`src/rtl/core/cidat_pkg.sv`:
```
// ----------------------------------------------------------------------------
// cidat_pkg: shared types and codes for the card id allowlist table
// beat layouts, command and status codes, sequencer state encoding
// ----------------------------------------------------------------------------
`default_nettype none

package cidat_pkg;

   // default table depth
   localparam int CAPACITY_DEFAULT = 64;

   // command codes
   typedef enum logic [1:0] {
      OP_LOOKUP = 2'd0,
      OP_INSERT = 2'd1,
      OP_DELETE = 2'd2,
      OP_CLEAR  = 2'd3
   } op_type;

   // result status codes
   typedef enum logic [1:0] {
      STAT_DONE    = 2'd0,
      STAT_PRESENT = 2'd1,
      STAT_ABSENT  = 2'd2,
      STAT_FULL    = 2'd3
   } status_type;

   // sequencer states, one-hot
   typedef enum logic [3:0] {
      ST_IDLE   = 4'b0001,
      ST_SEARCH = 4'b0010,
      ST_SHIFT  = 4'b0100,
      ST_RESP   = 4'b1000
   } state_type;

   // request beat
   typedef struct packed {
      logic [1:0]  opcode;
      logic [31:0] card_id;
   } req_type;

   // response beat
   typedef struct packed {
      logic        found;
      logic [5:0]  slot;
      logic [1:0]  status;
      logic [6:0]  entry_count;
   } rsp_type;

endpackage

`default_nettype wire

```
`src/rtl/core/card_id_allowlist_table.sv`:
```
// Search: ids are read in slot order until the first hit shows in the registered read data
// or all stored entries are read; a delete that is not the last entry then compacts the entries
// behind it down one slot, and a response beat is held until it is taken.
// One command at a time: the next command is taken in the idle state after the response;
// one table read and one write per cycle bound the walk.
// Reset: synchronous, clears the entry count and the sequencer; table contents are kept.
// ----------------------------------------------------------------------------
// card_id_allowlist_table: ordered allowlist of 32-bit card ids
// lookup, insert if absent, delete with compaction and clear, one entry per cycle
// ----------------------------------------------------------------------------
`default_nettype none

module card_id_allowlist_table
   import cidat_pkg::*;
#(
   parameter int CAPACITY = CAPACITY_DEFAULT
) (
   input  wire logic    clock,
   input  wire logic    reset,
   input  wire logic    req_valid,
   output logic         req_stall,
   input  wire req_type req_data,
   output logic         rsp_valid,
   input  wire logic    rsp_stall,
   output rsp_type      rsp_data
);

   localparam int IDX_W = (CAPACITY > 1) ? $clog2(CAPACITY) : 1;
   localparam int CNT_W = $clog2(CAPACITY + 1);

   // table memory and registered read port
   logic [31:0]      mem [CAPACITY];
   logic [31:0]      rd_data_ff;
   logic             rd_en;
   logic             wr_en;
   logic [IDX_W-1:0] wr_addr;
   logic [31:0]      wr_data;

   // sequencer and command state
   state_type        state_ff, state_in;
   logic [CNT_W-1:0] count_ff, count_in;
   logic [CNT_W-1:0] ptr_ff, ptr_in;
   logic [IDX_W-1:0] cmp_idx_ff, cmp_idx_in;
   logic             cmp_vld_ff, cmp_vld_in;
   logic [IDX_W-1:0] hit_ff, hit_in;
   logic             found_ff, found_in;
   status_type       status_ff, status_in;
   logic [31:0]      id_ff;
   op_type           op_ff;

   logic             match;
   logic             more;
   logic             accept;

   assign accept = req_valid && !req_stall;

   // compare of the entry read last cycle; a zero low byte never matches
   assign match = cmp_vld_ff && (rd_data_ff == id_ff) && (id_ff[7:0] != 8'd0);
   assign more  = ptr_ff < count_ff;

   // memory access
   always_ff @(posedge clock) begin
      if (wr_en) begin
         mem[wr_addr] <= wr_data;
      end
      if (rd_en) begin
         rd_data_ff <= mem[ptr_ff[IDX_W-1:0]];
      end
   end

   // captured command
   always_ff @(posedge clock) begin
      if (accept) begin
         id_ff <= req_data.card_id;
         op_ff <= op_type'(req_data.opcode);
      end
   end

   // sequencer next state
   always_comb begin
      state_in   = state_ff;
      count_in   = count_ff;
      ptr_in     = ptr_ff;
      cmp_idx_in = cmp_idx_ff;
      cmp_vld_in = cmp_vld_ff;
      hit_in     = hit_ff;
      found_in   = found_ff;
      status_in  = status_ff;
      rd_en      = 1'b0;
      wr_en      = 1'b0;
      wr_addr    = count_ff[IDX_W-1:0];
      wr_data    = id_ff;

      unique case (state_ff)
         ST_IDLE: begin
            if (req_valid) begin
               state_in   = ST_SEARCH;
               ptr_in     = '0;
               cmp_vld_in = 1'b0;
            end
         end

         ST_SEARCH: begin
            if (!match && more) begin
               // issue the next read
               rd_en      = 1'b1;
               ptr_in     = CNT_W'(ptr_ff + 1'b1);
               cmp_idx_in = ptr_ff[IDX_W-1:0];
               cmp_vld_in = 1'b1;
            end else begin
               // search resolved: act on the command
               found_in   = match;
               hit_in     = match ? cmp_idx_ff : '0;
               cmp_vld_in = 1'b0;
               state_in   = ST_RESP;
               case (op_ff)
                  OP_LOOKUP: begin
                     status_in = match ? STAT_DONE : STAT_ABSENT;
                  end
                  OP_INSERT: begin
                     if (match) begin
                        status_in = STAT_PRESENT;
                     end else if (count_ff >= CNT_W'(CAPACITY)) begin
                        status_in = STAT_FULL;
                     end else begin
                        wr_en     = 1'b1;
                        count_in  = CNT_W'(count_ff + 1'b1);
                        status_in = STAT_DONE;
                     end
                  end
                  OP_DELETE: begin
                     if (!match) begin
                        status_in = STAT_ABSENT;
                     end else begin
                        status_in = STAT_DONE;
                        if (CNT_W'(CNT_W'(cmp_idx_ff) + 1'b1) < count_ff) begin
                           state_in = ST_SHIFT;
                           ptr_in   = CNT_W'(CNT_W'(cmp_idx_ff) + 1'b1);
                        end else begin
                           count_in = CNT_W'(count_ff - 1'b1);
                        end
                     end
                  end
                  default: begin
                     count_in  = '0;
                     status_in = STAT_DONE;
                  end
               endcase
            end
         end

         ST_SHIFT: begin
            // move the entry read last cycle down one slot
            if (cmp_vld_ff) begin
               wr_en   = 1'b1;
               wr_addr = IDX_W'(cmp_idx_ff - 1'b1);
               wr_data = rd_data_ff;
            end
            if (more) begin
               rd_en      = 1'b1;
               ptr_in     = CNT_W'(ptr_ff + 1'b1);
               cmp_idx_in = ptr_ff[IDX_W-1:0];
               cmp_vld_in = 1'b1;
            end else begin
               cmp_vld_in = 1'b0;
               count_in   = CNT_W'(count_ff - 1'b1);
               state_in   = ST_RESP;
            end
         end

         ST_RESP: begin
            if (!rsp_stall) begin
               state_in = ST_IDLE;
            end
         end

         default: begin
            state_in = ST_IDLE;
         end
      endcase
   end

   // control registers
   always_ff @(posedge clock) begin
      if (reset) begin
         state_ff   <= ST_IDLE;
         count_ff   <= '0;
         cmp_vld_ff <= 1'b0;
      end else begin
         state_ff   <= state_in;
         count_ff   <= count_in;
         cmp_vld_ff <= cmp_vld_in;
      end
   end

   // walk and result registers
   always_ff @(posedge clock) begin
      ptr_ff     <= ptr_in;
      cmp_idx_ff <= cmp_idx_in;
      hit_ff     <= hit_in;
      found_ff   <= found_in;
      status_ff  <= status_in;
   end

   // handshake and response beat
   assign req_stall            = (state_ff != ST_IDLE);
   assign rsp_valid            = (state_ff == ST_RESP);
   assign rsp_data.found       = found_ff;
   assign rsp_data.slot        = 6'(hit_ff);
   assign rsp_data.status      = status_ff;
   assign rsp_data.entry_count = 7'(count_ff);

   // entry count stays within the table
   a_count_range: assert property (@(posedge clock) disable iff (reset)
      count_ff <= CNT_W'(CAPACITY))
      else $error("entry count beyond capacity");

   // no new command while a response beat is pending
   a_rsp_blocks_req: assert property (@(posedge clock) disable iff (reset)
      rsp_valid |-> req_stall)
      else $error("request taken while response pending");

   // writes land only inside or at the end of the stored entries
   a_write_in_range: assert property (@(posedge clock) disable iff (reset)
      wr_en |-> (CNT_W'(wr_addr) <= count_ff))
      else $error("table write beyond entry count");

   // a response on a miss reports slot zero
   a_slot_zero_on_miss: assert property (@(posedge clock) disable iff (reset)
      (rsp_valid && !rsp_data.found) |-> (rsp_data.slot == 6'd0))
      else $error("nonzero slot on a miss");

endmodule

`default_nettype wire
```
`config.mk`:
```
export PLATFORM = sky130hd
export DESIGN_NAME = card_id_allowlist_table
export DESIGN_NICKNAME = d
export VERILOG_FILES = /design/src/rtl/core/cidat_pkg.sv /design/src/rtl/core/card_id_allowlist_table.sv
export SDC_FILE = /design/constraint.sdc
export NUM_CORES = 2
export LEC_CHECK = 0
export ABC_CLOCK_PERIOD_IN_PS = 4800
export BUFFER_PORTS_ARGS = -buffer_cell sky130_fd_sc_hd__buf_2
export CAP_MARGIN = 30
export CORE_MARGIN = 2
export CORE_UTILIZATION = 30
export DETAILED_ROUTE_END_ITERATION = 7
export SYNTH_ARGS = -nofsm -noshare
export SYNTH_HDL_FRONTEND = slang
export SYNTH_SLANG_ARGS = --single-unit
```
`constraint.sdc`:
```
create_clock -name clock -period 4.8 [get_ports clock]
set_clock_uncertainty 0.05 [all_clocks]
set_input_delay 0.24 -clock clock [delete_from_list [all_inputs] [get_ports clock]]
set_output_delay 0.24 -clock clock [all_outputs]
set_load 0.01 [all_outputs]
```
# == Yosys cells after proc, flatten, opt, wreduce, memory -nomap -nowiden ==
# Memories as Yosys holds them, arrays and structs flattened. A register that Yosys moved wholly into a read port is not among the register bits.
# Cells that the tools add are included.
# Widths: inputs -> output; s select.
# totals
ram_bits,2048
out_inout_bits,18
romBits,0
register_bits,68
memories,1
latch_bits,0
inputBits,38
# op_classes
magnitude_cmp,3
n_bitwise,1
eq_ne,22
mul,0
addsub,5
n_reduce_logical,17
shifts,0
n_mux,47
n_div,0
# memory_table
memory,words,word_bits,read_ports,rd_clocked_by_memory_dff,write_ports,line,source
mem,64,32,1,1,1,card_id_allowlist_table.sv:32,logic [31:0] mem [CAPACITY];
# ops
cell,n
$mux 7,12
$mux 32,2
$pmux 7 s3,2
$eq 32x32->1,1
$mux 4,7
$mux 6,4
$ne 3x3->1 const B,7
$pmux 4 s4,1
$add 7x1->7 const B,2
$lt 7x7->1,2
$ne 2x2->1 const B,7
$pmux 7 s2,1
$pmux 6 s2,1
$mux 1,10
$reduce_and 8->1,1
$reduce_bool 8->1,1
$add 6x1->7 const B,1
$ge 7x7->1 const B,1
$sub 7x1->7 const B,1
$mux 2,3
$reduce_and 6->1,1
$sub 6x1->6 const B,1
$eq 4x1->1 const B,1
$eq 4x2->1 const B,1
18 further kinds,24

# == Logic depth before layout (Yosys ltp) ==
# logic_depth
ltp_word,9
mapped_depth,10

# == Least setup slack after synthesis ==
# Ideal clock, no wire load.
# synth_timing
kind,register -> register
startpoint,reg count_ff[3]
endpoint,mem mem[32][0] (enable)
path_buffers,1
required_ps,4329
slack_ps,462
setup_time_ps,421
stages_incl_launch_ff,10
arrival_time_ps,3867
path_cell_list,dfxtp_1 > clkbuf_1 > inv_1 > ha_1 > nand2_1 > o31a_1 > o21a_2 > o41ai_4 > nand3_2 > nor2_1
# synth_via
elab_chain_len,8
# synth_rtl
element,line,source
"start, declared",card_id_allowlist_table.sv:41,"logic [CNT_W-1:0] count_ff, count_in;"
"start signal, assigned",card_id_allowlist_table.sv:191,count_ff <= count_in;
$ge 7x7->1,card_id_allowlist_table.sv:123,end else if (count_ff >= CNT_W'(CAPACITY)) begin
$mux 1,card_id_allowlist_table.sv:123,
$mux 1,card_id_allowlist_table.sv:121,if (match) begin
$mux 1,card_id_allowlist_table.sv:116,case (op_ff)
$mux 1,card_id_allowlist_table.sv:104,if (!match && more) begin
$pmux 1 s2,card_id_allowlist_table.sv:94,unique case (state_ff)
$mux 1,card_id_allowlist_table.sv:63,if (wr_en) begin
$mux 1 (implied by the code),card_id_allowlist_table.sv:64,mem[wr_addr] <= wr_data;
"end, declared",card_id_allowlist_table.sv:32,
# Parallel ways exist; a longest one is shown, timed or not.

# == Final worst setup path ==
# layout_timing
startpoint,reg id_ff[1]
endpoint,mem mem[21][21] (enable)
# layout_via
elab_chain_len,9
# layout_rtl
element,line,source
"start, declared",card_id_allowlist_table.sv:48,logic [31:0] id_ff;
"start signal, assigned",card_id_allowlist_table.sv:74,id_ff <= req_data.card_id;
$eq 32x32->1,card_id_allowlist_table.sv:58,assign match = cmp_vld_ff && (rd_data_ff == id_ff) && (id_ff[7:0] != 8'd0);
$logic_and 1x1->1,card_id_allowlist_table.sv:58,
$logic_and 1x1->1 (*),card_id_allowlist_table.sv:58,
via match,card_id_allowlist_table.sv:51,logic match;
$mux 1 or $logic_not 1->1 (tied branches),-,
$mux 1 or $logic_and 1x1->1 (tied branches),"card_id_allowlist_table.sv:116, card_id_allowlist_table.sv:104",
$mux 1 (*),card_id_allowlist_table.sv:104,
$pmux 1 s2 (*),card_id_allowlist_table.sv:94,
$mux 1 (*),card_id_allowlist_table.sv:63,
$mux 1 (implied by the code) (*),card_id_allowlist_table.sv:64,
# The timed path passes the listed nets; every way through them passes the cells marked *.

==> flow_summary.toml <==
[cts]
insertion_delay_ps = 850
cts_max_level = 4
cts_buffers = 203
clk_transition_reported_paths_ps = 60
cts_sinks = 2148
clock_path_buffers = 4
cts_tree = "done"
post-cts-setup-buffers = 0
root_buffer = "clkbuf_16"

[drt]
wl_um = 203200
via_count = 37690
drtIter0Drc = 4879
drt_pass1_iterations = 6
wire_per_inst_um = 27.04
viasPerCell = 5.015
drc = 0
antenna_left = 0

[die]
num_rows = 192
die_x_um = 529.4
initial_core_util = 0.3022
boundaryPins = 56
core_um2 = 274100
dieHeight_um = 529.4
die_area_um2 = 280300

[finish]
n_fill_cell = 24850
area_delta_synth_final_pct = 16.36
final_cell_mix = "edfxtp_1 (2136), mux4_2 (672), clkbuf_16 (205)"
layout_commonest_cell = "edfxtp_1"
final_core_util = 0.3516
drive_above_1_share = 0.3384
nets = 3731

[setup_path]
crit_path_cell_trace = "nor4_1, buf_4, a211oi_1, a21o_1, nand3_1, inv_2, o41ai_4, buf_4, nand3_2, nor2_4, buf_4"
cp.required_ps = 5270
reg2reg_slack_ps = 550
end_kind = "register"
crit_buf_inv = 4
cp_max_fo = 25
startpoint = "id_ff[1]$_DFFE_PP_"
rr_worst_depth = 11
r2r_end = "mem[21][21]$_DFFE_PP_"
cp.depth = 11
worstReg2RegStart = "id_ff[1]$_DFFE_PP_"
crit_top_cell = "buf_4"
cp-endpoint = "mem[21][21]$_DFFE_PP_"
arrival_ps = 4720
slowest_stage = "nor2_4"
critPathTopFamily = "simple AND/OR/NAND/NOR gates"
crit_type = "reg2reg"
startpoint_type = "register"
slowest_delay_ps = 880

[placement]
place_hpwl_um = 125500
port_buffers = 55
gp_congestion = 0.8248
dp_slack_ps = 606.4

[timing]
finalCritPeriodShare = 0.8855
hold_violations = 0
setup_ws_ps = 549.5
whs_ps = 63.44
rsz0062_at_grt = "false"
setup_viol = 0
min_period_ps = 4250
slew_viol_final = 0
fin_tns_setup_ps = 0
slew_headroom = 0.3077
fmax_ghz = 0.2353
tightest_slew_ps = 1038

[logic_synthesis]
synthFlopType = "edfxtp_1"
synth-edff-count = 2136
synthCells = 3368
ys_seq_elements = 2148
synth_top_area_share = 0.7744
synth.distinct_cells = 63
yosysTopAreaCell = "edfxtp_1"
yosys-top-cells-area = "edfxtp_1 (77%), mux4_2 (18%), mux2_2 (0.45%)"
syn_avg_cell_area_um2 = 24.59
yosysSeqAreaShare = 0.7773
synth_warnings = 0
syn_area_um2 = 82820
ys_async_sr_fraction = 0
synthesis.nets = 3427

[pwr]
total_power_mw = 38.90
ir_drop_uv = 289.2
leakagePower_nw = 28.86
powerDensity_nw_per_um2 = 403.7

[global_route]
grtUsageTotal = 0.1432
grt_max_degree = 136
grt_pass1_wl_um = 288800
antenna_found_initial = 30
grt_pass1_vias = 38180
globalRouteOverflowTotal = 0

[flow_run]
drv_cap = 0

[run_status]
status = "finished clean"

[min_path]
hold_path_class = "in2reg"
-- worst min path at each step --
stage / startpoint / slack (ps) / endpoint / cells after the start
2_1_floorplan: req_data[0] / 290 / id_ff[0]$_DFFE_PP_ / 0
3_3_place_gp: req_data[16] / 370 / id_ff[16]$_DFFE_PP_ / 1
3_5_place_dp: req_data[33] / 370 / op_ff[1]$_DFFE_PP_ / 1
4_1_cts: req_data[20] / 20 / id_ff[20]$_DFFE_PP_ / 2
5_1_grt: req_data[20] / 30 / id_ff[20]$_DFFE_PP_ / 2
6_report: req_data[20] / 60 / id_ff[20]$_DFFE_PP_ / 2
-- worst register-to-register path: cells and delay by family (launching register included) --
family,cells,cell delay (ps)
buffers and inverters,4,930
AOI/OAI and AO/OA,3,590
and+or+nand+nor,4,1920
DFF,1,440
-- per-stage QoR --
stage	instance area (um^2)	instances
after floorplan	82820	3368
after global placement	88610	7063
after detailed placement	89660	7112
after CTS	96300	7510
after global routing	96370	7514
final	96370	7516
-- layer usage --
layer,global-route usage,routed length [um],vias to the layer above
met5,0,84,-
li1,-,-,15250
met2,0.2110,90880,1617
met3,0.04894,22450,251
met4,0.03481,4214,12
met1,0.2026,85620,20570
-- synthesized netlist by cell type (3+ instances only) --
cell and number:
edfxtp_1 2136, mux4_2 672, nor2_1 89, clkbuf_1 87, xnor2_1 39, buf_1 37
mux2_2 33, buf_2 32, nand2_1 31, ha_1 21, inv_1 15, dfxtp_1 12
a21oi_1 11, nand3_1 11, nand4_1 11, o21ai_0 11, buf_4 9, nand3_2 8
o21a_1 7, xor2_1 7, and2_1 6, and3_1 6, o2bb2ai_1 6, a221oi_1 5
nor3_1 5, nand2b_1 4, nor4_1 4, o211ai_1 4, a211oi_1 3, a21o_1 3
o22ai_1 3, o32ai_1 3
-- flip-flops by register name, summed over array words and instances, names as in the netlist --
signal	flops
mem	2048
id_ff	32
rd_data_ff	32
count_ff	7
ptr_ff	7
cmp_idx_ff	6
hit_ff	6
state_ff	4
op_ff	2
status_ff	2
cmp_vld_ff	1
found_ff	1
-- power breakdown --
group	switching [mW]	internal [mW]	total, mW	leakage, nW
registers	0.0370	20.7	20.8	19.3
clock network	6.78	8.71	15.5	3.09
logic	1.57	1.06	2.63	6.47
total	8.39	30.5	38.9	28.9
-- layout make-up --
cell class | count | area [um^2] | area share
antenna | 3 | 7.507 | 0.00007790
clock buffer | 241 | 5265 | 0.05463
clock inverter | 119 | 994.7 | 0.01032
inverter | 17 | 63.81 | 0.0006621
multi-input combinational | 1037 | 18160 | 0.1885
sequential | 2148 | 64380 | 0.6681
tap | 3686 | 4612 | 0.04786
timing repair buffer | 265 | 2885 | 0.02994
-- kinds of logic (layout without fill, tap and decap cells) --
group	count (synthesis)	after routing	synth area share
xor gates and xnor gates	46	46	0.004864
and+or+nand+nor	185	185	0.01094
buffers and inverters	183	642	0.009275
AOI/OAI and AO/OA	79	79	0.007085
other	0	3	0
DFF	2148	2148	0.7773
muxes	706	706	0.1873
adders and majority gates	21	21	0.003172
-- timing repair --
item | in CTS | in global routing
resized for setup | 0 | 0
hold buffers | 38 | 0
endpoints found under the hold margin | 57 | 0
setup endpoints to repair | 0 | 0
Note: power is estimated with default switching activity, not from simulation.
